--- src/design/dspg_pkg.sv ---
// Shared types and constants for the dual stepper pulse generator.
package dspg_pkg;

  // Bus operation codes
  typedef enum logic [1:0] {
    OP_TICK  = 2'd0,
    OP_WRITE = 2'd1,
    OP_READ  = 2'd2,
    OP_NONE  = 2'd3
  } opcode_t;

  // Register addresses
  localparam logic [2:0] REG_CTRL   = 3'd0;
  localparam logic [2:0] REG_STEPS  = 3'd1;
  localparam logic [2:0] REG_PERIOD = 3'd2;
  localparam logic [2:0] REG_WIDTH  = 3'd3;

  // Control register bit positions
  localparam int unsigned CTRL_EN  = 0;
  localparam int unsigned CTRL_CLR = 1;

  // Reset values of the timing registers
  localparam logic [31:0] RESET_PERIOD = 32'h0000_1000;
  localparam logic [31:0] RESET_WIDTH  = 32'h0000_0010;

  // Input word
  typedef struct packed {
    logic [1:0]  opcode;
    logic [2:0]  reg_addr;
    logic [31:0] write_data;
  } in_item_t;

  // Result word
  typedef struct packed {
    logic [31:0] read_data;
    logic        step_pin_left;
    logic        dir_pin_left;
    logic        step_pin_right;
    logic        dir_pin_right;
    logic        driver_enable;
    logic        all_done;
  } out_item_t;

endpackage

--- src/design/dspg_if.sv ---
// Valid/ready channel interfaces for the input and result words.
interface dspg_in_if;
  logic              valid;
  logic              ready;
  dspg_pkg::in_item_t data;

  modport source (output valid, output data, input ready);
  modport sink (input valid, input data, output ready);
endinterface

interface dspg_out_if;
  logic               valid;
  logic               ready;
  dspg_pkg::out_item_t data;

  modport source (output valid, output data, input ready);
  modport sink (input valid, input data, output ready);
endinterface

--- src/design/dual_stepper_pulse_generator_core.sv ---
// Two-channel stepper step-pulse generator with a register-bus word interface.
// The result word for an input word is registered in the output register, or in the skid register.
// Throughput: one word per cycle while the skid register is empty; state update and result are one register stage.
// A one-word skid register lets the input side accept one more word while the output stalls.
// Reset (rst_n low, synchronous): control, counts, directions and phases clear;
// periods load 0x1000 and pulse widths 0x10; both output registers empty.
module dual_stepper_pulse_generator_core #(
  parameter int unsigned COUNT_BITS = 15,
  parameter int unsigned TIMER_BITS = 16
) (
  input  logic              clk,
  input  logic              rst_n,
  dspg_in_if.sink           in_ch,
  dspg_out_if.source        out_ch
);

  localparam int unsigned C = COUNT_BITS;
  localparam int unsigned T = TIMER_BITS;

  // Architectural state
  logic [1:0]   ctrl_r, ctrl_nxt;
  logic [1:0]   dir_r, dir_nxt;
  logic [C-1:0] count_r [2];
  logic [C-1:0] count_nxt [2];
  logic [T-1:0] per_r [2];
  logic [T-1:0] per_nxt [2];
  logic [T-1:0] wid_r [2];
  logic [T-1:0] wid_nxt [2];
  logic [T-1:0] ph_r [2];
  logic [T-1:0] ph_nxt [2];

  // Output and skid registers
  logic                out_valid_r, out_valid_nxt;
  logic                skid_valid_r, skid_valid_nxt;
  dspg_pkg::out_item_t out_data_r, out_data_nxt;
  dspg_pkg::out_item_t skid_data_r, skid_data_nxt;

  logic                accept;
  logic                out_take;
  dspg_pkg::out_item_t result;
  logic [63:0]         wd64;
  logic [63:0]         rd64;
  logic [T:0]          per_eff [2];
  logic [T:0]          ph_inc [2];

  assign in_ch.ready = !skid_valid_r;
  assign accept      = in_ch.valid && in_ch.ready;
  assign out_take    = out_valid_r && out_ch.ready;
  assign out_ch.valid = out_valid_r;
  assign out_ch.data  = out_data_r;

  assign wd64 = {32'd0, in_ch.data.write_data};

  // Compute next state and read data for the incoming word
  always_comb begin
    ctrl_nxt = ctrl_r;
    dir_nxt  = dir_r;
    rd64     = 64'd0;
    for (int ch = 0; ch < 2; ch++) begin
      count_nxt[ch] = count_r[ch];
      per_nxt[ch]   = per_r[ch];
      wid_nxt[ch]   = wid_r[ch];
      ph_nxt[ch]    = ph_r[ch];
      per_eff[ch]   = (per_r[ch] == '0) ? (T+1)'(1) : {1'b0, per_r[ch]};
      ph_inc[ch]    = {1'b0, ph_r[ch]} + (T+1)'(1);
    end
    if (accept) begin
      case (in_ch.data.opcode)
        dspg_pkg::OP_TICK: begin
          if (ctrl_r[dspg_pkg::CTRL_CLR]) begin
            for (int ch = 0; ch < 2; ch++) begin
              count_nxt[ch] = '0;
              ph_nxt[ch]    = '0;
            end
          end else if (ctrl_r[dspg_pkg::CTRL_EN]) begin
            // Advance each busy channel; wrap the phase and count one step
            for (int ch = 0; ch < 2; ch++) begin
              if (count_r[ch] != '0) begin
                if (ph_inc[ch] >= per_eff[ch]) begin
                  ph_nxt[ch]    = '0;
                  count_nxt[ch] = count_r[ch] - C'(1);
                end else begin
                  ph_nxt[ch] = ph_inc[ch][T-1:0];
                end
              end
            end
          end
        end
        dspg_pkg::OP_WRITE: begin
          case (in_ch.data.reg_addr)
            dspg_pkg::REG_CTRL: begin
              ctrl_nxt = in_ch.data.write_data[1:0];
              if (in_ch.data.write_data[dspg_pkg::CTRL_CLR]) begin
                for (int ch = 0; ch < 2; ch++) begin
                  count_nxt[ch] = '0;
                  ph_nxt[ch]    = '0;
                end
              end
            end
            dspg_pkg::REG_STEPS: begin
              count_nxt[0] = wd64[C-1:0];
              count_nxt[1] = wd64[2*C:C+1];
              dir_nxt      = {wd64[2*C+1], wd64[C]};
              ph_nxt[0]    = '0;
              ph_nxt[1]    = '0;
            end
            dspg_pkg::REG_PERIOD: begin
              per_nxt[0] = wd64[T-1:0];
              per_nxt[1] = wd64[2*T-1:T];
            end
            dspg_pkg::REG_WIDTH: begin
              wid_nxt[0] = wd64[T-1:0];
              wid_nxt[1] = wd64[2*T-1:T];
            end
            default: begin
            end
          endcase
        end
        dspg_pkg::OP_READ: begin
          case (in_ch.data.reg_addr)
            dspg_pkg::REG_CTRL:   rd64 = 64'(ctrl_r);
            dspg_pkg::REG_STEPS:  rd64 = 64'(count_r[0]) | (64'(dir_r[0]) << C) |
                                         (64'(count_r[1]) << (C+1)) |
                                         (64'(dir_r[1]) << (2*C+1));
            dspg_pkg::REG_PERIOD: rd64 = 64'(per_r[0]) | (64'(per_r[1]) << T);
            dspg_pkg::REG_WIDTH:  rd64 = 64'(wid_r[0]) | (64'(wid_r[1]) << T);
            default:              rd64 = 64'd0;
          endcase
        end
        default: begin
        end
      endcase
    end
  end

  // Form the result word from the updated state
  always_comb begin
    result.read_data      = rd64[31:0];
    result.step_pin_left  = ctrl_nxt[dspg_pkg::CTRL_EN] && !ctrl_nxt[dspg_pkg::CTRL_CLR] &&
                            (count_nxt[0] != '0) && (ph_nxt[0] < wid_nxt[0]);
    result.step_pin_right = ctrl_nxt[dspg_pkg::CTRL_EN] && !ctrl_nxt[dspg_pkg::CTRL_CLR] &&
                            (count_nxt[1] != '0) && (ph_nxt[1] < wid_nxt[1]);
    result.dir_pin_left   = dir_nxt[0];
    result.dir_pin_right  = dir_nxt[1];
    result.driver_enable  = ctrl_nxt[dspg_pkg::CTRL_EN];
    result.all_done       = (count_nxt[0] == '0) && (count_nxt[1] == '0);
  end

  // Steer the result into the output register or the skid register
  always_comb begin
    out_valid_nxt  = out_valid_r;
    out_data_nxt   = out_data_r;
    skid_valid_nxt = skid_valid_r;
    skid_data_nxt  = skid_data_r;
    if (out_take) begin
      if (skid_valid_r) begin
        out_data_nxt   = skid_data_r;
        skid_valid_nxt = 1'b0;
      end else if (accept) begin
        out_data_nxt = result;
      end else begin
        out_valid_nxt = 1'b0;
      end
    end else if (!out_valid_r) begin
      if (accept) begin
        out_data_nxt  = result;
        out_valid_nxt = 1'b1;
      end
    end else if (accept) begin
      skid_data_nxt  = result;
      skid_valid_nxt = 1'b1;
    end
  end

  // Hold state and handshake registers
  always_ff @(posedge clk) begin
    if (!rst_n) begin
      ctrl_r       <= '0;
      dir_r        <= '0;
      out_valid_r  <= 1'b0;
      skid_valid_r <= 1'b0;
      for (int ch = 0; ch < 2; ch++) begin
        count_r[ch] <= '0;
        ph_r[ch]    <= '0;
        per_r[ch]   <= T'(dspg_pkg::RESET_PERIOD);
        wid_r[ch]   <= T'(dspg_pkg::RESET_WIDTH);
      end
    end else begin
      ctrl_r       <= ctrl_nxt;
      dir_r        <= dir_nxt;
      out_valid_r  <= out_valid_nxt;
      skid_valid_r <= skid_valid_nxt;
      for (int ch = 0; ch < 2; ch++) begin
        count_r[ch] <= count_nxt[ch];
        ph_r[ch]    <= ph_nxt[ch];
        per_r[ch]   <= per_nxt[ch];
        wid_r[ch]   <= wid_nxt[ch];
      end
    end
  end

  // Drop payload into the data registers without reset
  always_ff @(posedge clk) begin
    out_data_r  <= out_data_nxt;
    skid_data_r <= skid_data_nxt;
  end

  // A buffered word in the skid register always has one ahead of it
  a_skid_behind_out: assert property (@(posedge clk) disable iff (!rst_n)
    skid_valid_r |-> out_valid_r)
    else $error("skid word held with empty output register");

  // A word accepted during an output stall lands in the skid register
  a_stall_to_skid: assert property (@(posedge clk) disable iff (!rst_n)
    (accept && out_valid_r && !out_ch.ready) |=> skid_valid_r)
    else $error("word accepted during stall was not buffered");

  // A tick with the clear bit set leaves both counts at zero
  a_clear_tick: assert property (@(posedge clk) disable iff (!rst_n)
    (accept && (in_ch.data.opcode == dspg_pkg::OP_TICK) && ctrl_r[dspg_pkg::CTRL_CLR])
    |=> (count_r[0] == '0) && (count_r[1] == '0))
    else $error("clear tick left steps pending");

endmodule
--- src/flat_wrapper.sv ---
// flat-port wrapper written by rule: the top's interface ports become plain ports
module dual_stepper_pulse_generator_core_flat 
#(
  parameter int unsigned COUNT_BITS = 15,
  parameter int unsigned TIMER_BITS = 16
)
  (clk, rst_n, in_ch_valid, in_ch_data, in_ch_ready, out_ch_valid, out_ch_data, out_ch_ready);
  dspg_in_if in_ch_i ();
  dspg_out_if out_ch_i ();
  input  logic clk;
  input  logic rst_n;
  input wire logic [$bits(in_ch_i.valid)-1:0] in_ch_valid;
  input wire logic [$bits(in_ch_i.data)-1:0] in_ch_data;
  output wire logic [$bits(in_ch_i.ready)-1:0] in_ch_ready;
  output wire logic [$bits(out_ch_i.valid)-1:0] out_ch_valid;
  output wire logic [$bits(out_ch_i.data)-1:0] out_ch_data;
  input wire logic [$bits(out_ch_i.ready)-1:0] out_ch_ready;
  assign in_ch_i.valid = in_ch_valid;
  assign in_ch_i.data = in_ch_data;
  assign in_ch_ready = in_ch_i.ready;
  assign out_ch_valid = out_ch_i.valid;
  assign out_ch_data = out_ch_i.data;
  assign out_ch_i.ready = out_ch_ready;
  dual_stepper_pulse_generator_core #(.COUNT_BITS(COUNT_BITS), .TIMER_BITS(TIMER_BITS)) u_core (.clk(clk), .rst_n(rst_n), .in_ch(in_ch_i), .out_ch(out_ch_i));
endmodule
--- config.mk ---
export PLATFORM = sky130hd
export DESIGN_NAME = dual_stepper_pulse_generator_core_flat
export DESIGN_NICKNAME = d
export VERILOG_FILES = /design/src/design/dspg_pkg.sv /design/src/design/dspg_if.sv /design/src/design/dual_stepper_pulse_generator_core.sv /design/src/flat_wrapper.sv
export SDC_FILE = /design/constraint.sdc
export NUM_CORES = 1
export LEC_CHECK = 0
export BUFFER_PORTS_ARGS = -buffer_cell sky130_fd_sc_hd__buf_4
export CAP_MARGIN = 15
export CORE_MARGIN = 5
export CORE_UTILIZATION = 55
export DETAILED_ROUTE_END_ITERATION = 8
export PLACE_DENSITY_LB_ADDON = 0.3
export RECOVER_POWER = 100
export SKIP_LAST_GASP = 1
export SYNTH_ARGS = -nofsm -noshare
export SYNTH_HDL_FRONTEND = slang
export SYNTH_SLANG_ARGS = --single-unit
--- constraint.sdc ---
create_clock -name clk -period 6.8 [get_ports clk]
set_input_delay 1.36 -clock clk [delete_from_list [all_inputs] [get_ports clk]]
set_output_delay 1.36 -clock clk [all_outputs]
set_load 0.1 [all_outputs]
After elaboration in Yosys (flattened, before gate mapping) --
Memories as Yosys holds them, arrays and structs flattened. Index checks and enable logic that the tools add are counted.
Word-level totals: bits in latches 0, memory bits (read-only) 0, memories 4, bits in registers 82, RAM bits 126
Memory list:
- u_core.per_r | depth 2, width 16, read ports 2, clocked after memory_dff 0, write ports 2, RTL line dual_stepper_pulse_generator_core.sv:25 | logic [T-1:0] per_r [2];
- u_core.ph_r | depth 2, width 16, read ports 2, clocked after memory_dff 0, write ports 2, RTL line dual_stepper_pulse_generator_core.sv:29 | logic [T-1:0] ph_r [2];
- u_core.wid_r | depth 2, width 16, read ports 2, clocked after memory_dff 0, write ports 2, RTL line dual_stepper_pulse_generator_core.sv:27 | logic [T-1:0] wid_r [2];
- u_core.count_r | depth 2, width 15, read ports 2, clocked after memory_dff 0, write ports 2, RTL line dual_stepper_pulse_generator_core.sv:23 | logic [C-1:0] count_r [2];
Operators by class: bitwise gates (word level) 15, reductions and logical operators 24, divide/modulo/power cells 0, equal/unequal tests 8, mux-type cells 55, multipliers 0, $add $sub $neg 4, shift-type cells 0, $lt $le $gt $ge 4
Operators with widths (number):
- 32-bit 2-to-1 mux | 11
- 16-bit 2-to-1 mux | 12
- 38-bit 2-to-1 mux | 4
- 32-bit case mux with 2 select lines | 2
- 32-bit case mux with 4 select lines | 1
- 30-bit 2-to-1 mux | 4
- 30-bit case mux with 2 select lines | 2
- 15-bit 2-to-1 mux | 6
- 16-bit by 32-bit bitwise OR with 32-bit output | 2
- 15-bit nonzero test | 4
- 16-bit by 1-bit adder with 17-bit output, second input constant | 2
- 17-bit greater-or-equal comparator | 2
- 16-bit logical NOT | 2
- 16-bit less-than comparator | 2
- 32-bit by 31-bit bitwise OR with 32-bit output | 1
- 32-bit bitwise OR | 1
- 15-bit logical NOT | 2
- 15-bit by 1-bit subtractor with 15-bit output, second input constant | 2
- 15-bit by 16-bit bitwise OR with 16-bit output | 1
- 2-bit 2-to-1 mux | 6
- 1-bit logical AND | 8
- 1-bit bitwise OR | 8
- 1-bit 2-to-1 mux | 7
- 3-bit by 2-bit equality test with 1-bit output, second input constant | 2
- 11 further kinds | 16

Longest topological paths before layout --
An unclocked memory read counts as a cell.
depth after elaboration 16, gate-level depth with buffers 29, mapped depth without buffers 29

Worst setup path before layout --
No wires, ideal clock.
kind register to register, start point memory u_core.ph_r[0][0] in the netlist's numbering, end point register u_core.out_data_r (netlist bit u_core.out_ch.data[5]) (data pin), clock period less this slack 5710 ps, slack 1090 ps, buffers on the path 2, arrival time 5576 ps, required time 6666 ps, stages on the path, launching flop included 26, setup time 134 ps, cell sequence dfxtp_1 ha_1 and3_1 and3_1 and3_1 and3_1 clkbuf_1 nand2_1 xnor2_1 ha_1 a21o_1 a2111oi_0 o211ai_1 nor2_1 nand2_1 clkbuf_1 o21ai_0 ha_1 a21o_1 a21o_1 a21oi_1 nor3_1 a2111oi_0 nand3_1 o21ai_0 o221a_2
RTL lines:
- start: declaration | RTL line dual_stepper_pulse_generator_core.sv:29
- end signal: assignment | RTL line dual_stepper_pulse_generator_core.sv:204 | out_data_r <= out_data_nxt;
- end: declaration | RTL line dual_stepper_pulse_generator_core.sv:35 | dspg_pkg::out_item_t out_data_r, out_data_nxt;

==> flow_summary.ini <==
[timing]
worst_slew_pin_slew_ns = 3.08
fin_worst_skew_ns = 0.0191
finalCritPeriodShare_pct = 93.4
rsz0062_at_grt = no
min_period_ns = 6.35
finalSetupViolations = 0
max_freq_mhz = 158
slew-limit-headroom_pct = -106
slew_viol_final = 202
final_hold_viol_count = 0
tns_ns = 0
whs_ns = 0.494

[global_route]
grt_usage_pct = 28.5
grt-ovfl-total = 0
grt_pass1_wl_mm = 55.5
grt_max_degree = 75
grt_pass1_vias = 9754
antenna_found_initial = 1

[critical_path]
timing.rr.end = u_core.out_ch.data[5]$_DFFE_PP_
critPathLaunchType = input port
rrSetupSlack_ns = 0.62
path_class = in -> reg
worstSetupEndpointType = flop
critical_path.max_fanout = 39
cp.required_ns = 7.17
r2r_start = u_core.ph_r[0][0]$_SDFF_PN0_
worstRegToRegCells = 27
critPathArrivalTime_ns = 6.71

[power]
p_sw_share_pct = 29.6
power_mw = 3.16
p_clk_share_pct = 41.3
power.internal_mw = 2.23
cellPowerDensity_nw_per_um2 = 238
vdd_drop_max_mv = 0.141
power_frac_seq_pct = 43.3
comb_power_share_pct = 15.4
leakagePower_nw = 4.96
power.switching_mw = 0.935

[clock_tree]
clk_pin_slew_worst_paths_ns = 0.06
cts_made_buffers = 23
cts_tree = built
clock_latency_ns = 0.52
cts.htree.levels = 1
clock_path_buffers = 3
cts-root-buf = clkbuf_16
clock_sinks = 208
cts_hold_buf = 0

[floorplanning]
dieArea_sq_um = 24700
io-pin-count = 81
rows = 53
die_y_um = 157
start_util_pct = 56.2
core-area_sq_um = 21200
die_w_um = 157

[min_path]
min_path_cells = 2
holdPathEnd = u_core.per_r[0][11]$_SDFFE_PN0P_
hp-class = reg -> reg
hold_start = u_core.per_r[0][11]$_SDFFE_PN0P_

[placement]
gp_congestion = 0.975
place_inst = 1621
dp_hpwl_mm = 25.8
io_buffer_count = 80

[cells_and_area]
drive_above_1_share_pct = 11.2
final_cell_mix = 135 x nor2_1, 132 x dfxtp_1, 127 x nand2_1
layout_commonest_cell = nor2_1
areaGrowthSynthToFinish_pct = 11.8
n_antenna_cell = 0
utilization_pct = 62.8
final_nets = 1478
instances_no_fill = 1662

[synth]
synth_ff_type = dfxtp_1
synth_edf_count = 76
yosys-top-cells-area = dfxtp_1 22%, edfxtp_1 19%, ha_1 6.9%, nor2_1 4.3%, nand2_1 4.0%
yosysWarnings = 0
synth_area_sq_um = 11900
ys_ff_latch = 208
synthCells = 1321
synth-async-reset-ratio_pct = 0
syn-num-nets = 1428
avgSynthCellArea_sq_um = 9.00
synth-seq-area-share_pct = 41.4
synth_area_leader_cell = dfxtp_1
yosysTopAreaCellShare_pct = 22.2
ys_types = 66

[route]
drc = 0
drt-initial-drc-count = 1375
wire_per_inst_um = 21.8
routed_wl_mm = 36.3
avgViaCountPerCell = 6.39
drt-pass1-iter-count = 6
drtAntennaViolNets = 0
num_vias = 10624

[flow_run]
maxCapViolCount = 5

[run_status]
status = finished, violations left
violations = max-capacitance violations, max-slew violations
-- state kept, by name (all words and copies together), names as in the netlist --
name,cells
u_core.out_ch.data,38
u_core.skid_data_r,38
u_core.per_r,32
u_core.ph_r,32
u_core.wid_r,32
u_core.count_r,30
u_core.ctrl_r,2
u_core.dir_r,2
u_core.out_ch.valid,1
u_core.skid_valid_r,1
-- repair_timing --
| action | 4_1_cts | 5_1_grt |
|---|---|---|
| buffers inserted | 0 | 0 |
| resized for setup | 0 | 1 |
| endpoints found under the setup margin | 0 | 1 |
-- per-layer routing --
layer | global-route usage [%] | part of all wire (%) | wire length (um) | vias up
li1 | - | - | - | 4994
met4 | 8.77 | 3.0 | 1080 | 2
met3 | 7.20 | 11 | 4050 | 80
met2 | 41.5 | 41 | 15000 | 538
met5 | 0 | 0.019 | 7 | -
met1 | 41.9 | 44 | 16100 | 5010
-- cell families after synthesis --
logic type	share of synthesized area, %
simple gates	19.3
flops	41.4
compound gates	20.2
fa+ha+maj	6.95
buf+inv	4.19
xor+xnor	1.99
mux	5.95
-- critical path, stage by stage --
cell and delay, ns:
clkbuf_1 1.41, o21ai_1 0.62, a21o_1 0.63, a2111oi_0 0.46, a31oi_1 0.15, a21oi_1 0.31
nand2_1 0.09, or4_1 0.53, nor4_1 0.80, a21oi_1 0.19, nor2_1 0.14
-- worst max-delay path by stage --
stage / from / to / slack (ns) / depth (start not counted)
6_report: in_ch_data[32] / u_core.out_ch.data[0]$_DFFE_PP_ / 0.45 / 11
5_1_grt: u_core.ph_r[0][0]$_SDFF_PN0_ / u_core.out_ch.data[5]$_DFFE_PP_ / 0.12 / 27
4_1_cts: u_core.ph_r[0][0]$_SDFF_PN0_ / u_core.out_ch.data[5]$_DFFE_PP_ / 0.61 / 27
3_5_place_dp: u_core.ph_r[0][0]$_SDFF_PN0_ / u_core.out_ch.data[5]$_DFFE_PP_ / 0.66 / 27
3_3_place_gp: u_core.ph_r[0][0]$_SDFF_PN0_ / u_core.out_ch.data[5]$_DFFE_PP_ / 0.86 / 27
2_1_floorplan: u_core.ph_r[0][0]$_SDFF_PN0_ / u_core.out_ch.data[5]$_DFFE_PP_ / 1.09 / 25
-- layout make-up --
| cell class | instances | area [sq um] |
|---|---|---|
| clock inverter | 9 | 146 |
| multi-input combinational | 983 | 6460 |
| inverter | 50 | 188 |
| tap | 275 | 344 |
| clock buffer | 32 | 629 |
| timing repair buffer | 105 | 601 |
| sequential | 208 | 4920 |
| fill | 1837 | 7860 |
-- power by group through the flow --
| stage | clock network, mW | registers (mW) | logic (mW) |
|---|---|---|---|
| finish | 1.31 | 1.37 | 0.487 |
| global route | 1.37 | 1.37 | 0.506 |
| CTS | 1.32 | 1.37 | 0.515 |
| detailed placement | 0 | 1.40 | 0.513 |
| global placement | 0 | 1.40 | 0.509 |
| floorplan | 0 | 1.63 | 0.136 |
-- cell usage after synthesis, types with 4 or more instances --
| master | number |
|---|---|
| nor2_1 | 135 |
| and4_1 | 5 |
| o221a_2 | 32 |
| a21o_1 | 13 |
| a22o_1 | 15 |
| a21oi_1 | 68 |
| edfxtp_1 | 76 |
| mux2i_1 | 38 |
| o22ai_1 | 6 |
| nor4_1 | 21 |
| nor3_1 | 30 |
| nand2_1 | 127 |
| o21ai_0 | 90 |
| a2111oi_0 | 4 |
| and3_1 | 17 |
| and2_1 | 45 |
| o211ai_1 | 8 |
| o21a_1 | 4 |
| inv_1 | 49 |
| ha_1 | 66 |
| nand3_1 | 24 |
| mux2_2 | 27 |
| nor2b_1 | 12 |
| o31ai_1 | 13 |
| a22oi_1 | 39 |
| xor2_1 | 13 |
| or4_1 | 9 |
| nand2b_1 | 11 |
| nand4_1 | 22 |
| buf_1 | 4 |
| clkbuf_1 | 73 |
| a211oi_1 | 13 |
| or3_1 | 7 |
| a31oi_1 | 9 |
| xnor2_1 | 14 |
| a32o_1 | 4 |
| dfxtp_1 | 132 |
-- per-stage QoR --
step	area [sq um]	setup slack (ns)
global route	13300	0.125
CTS	13500	0.608
finish	13300	0.451
detailed placement	12700	0.665
global placement	12700	0.856
floorplan	11900	1.09
Power figures use the tool's default switching activity.
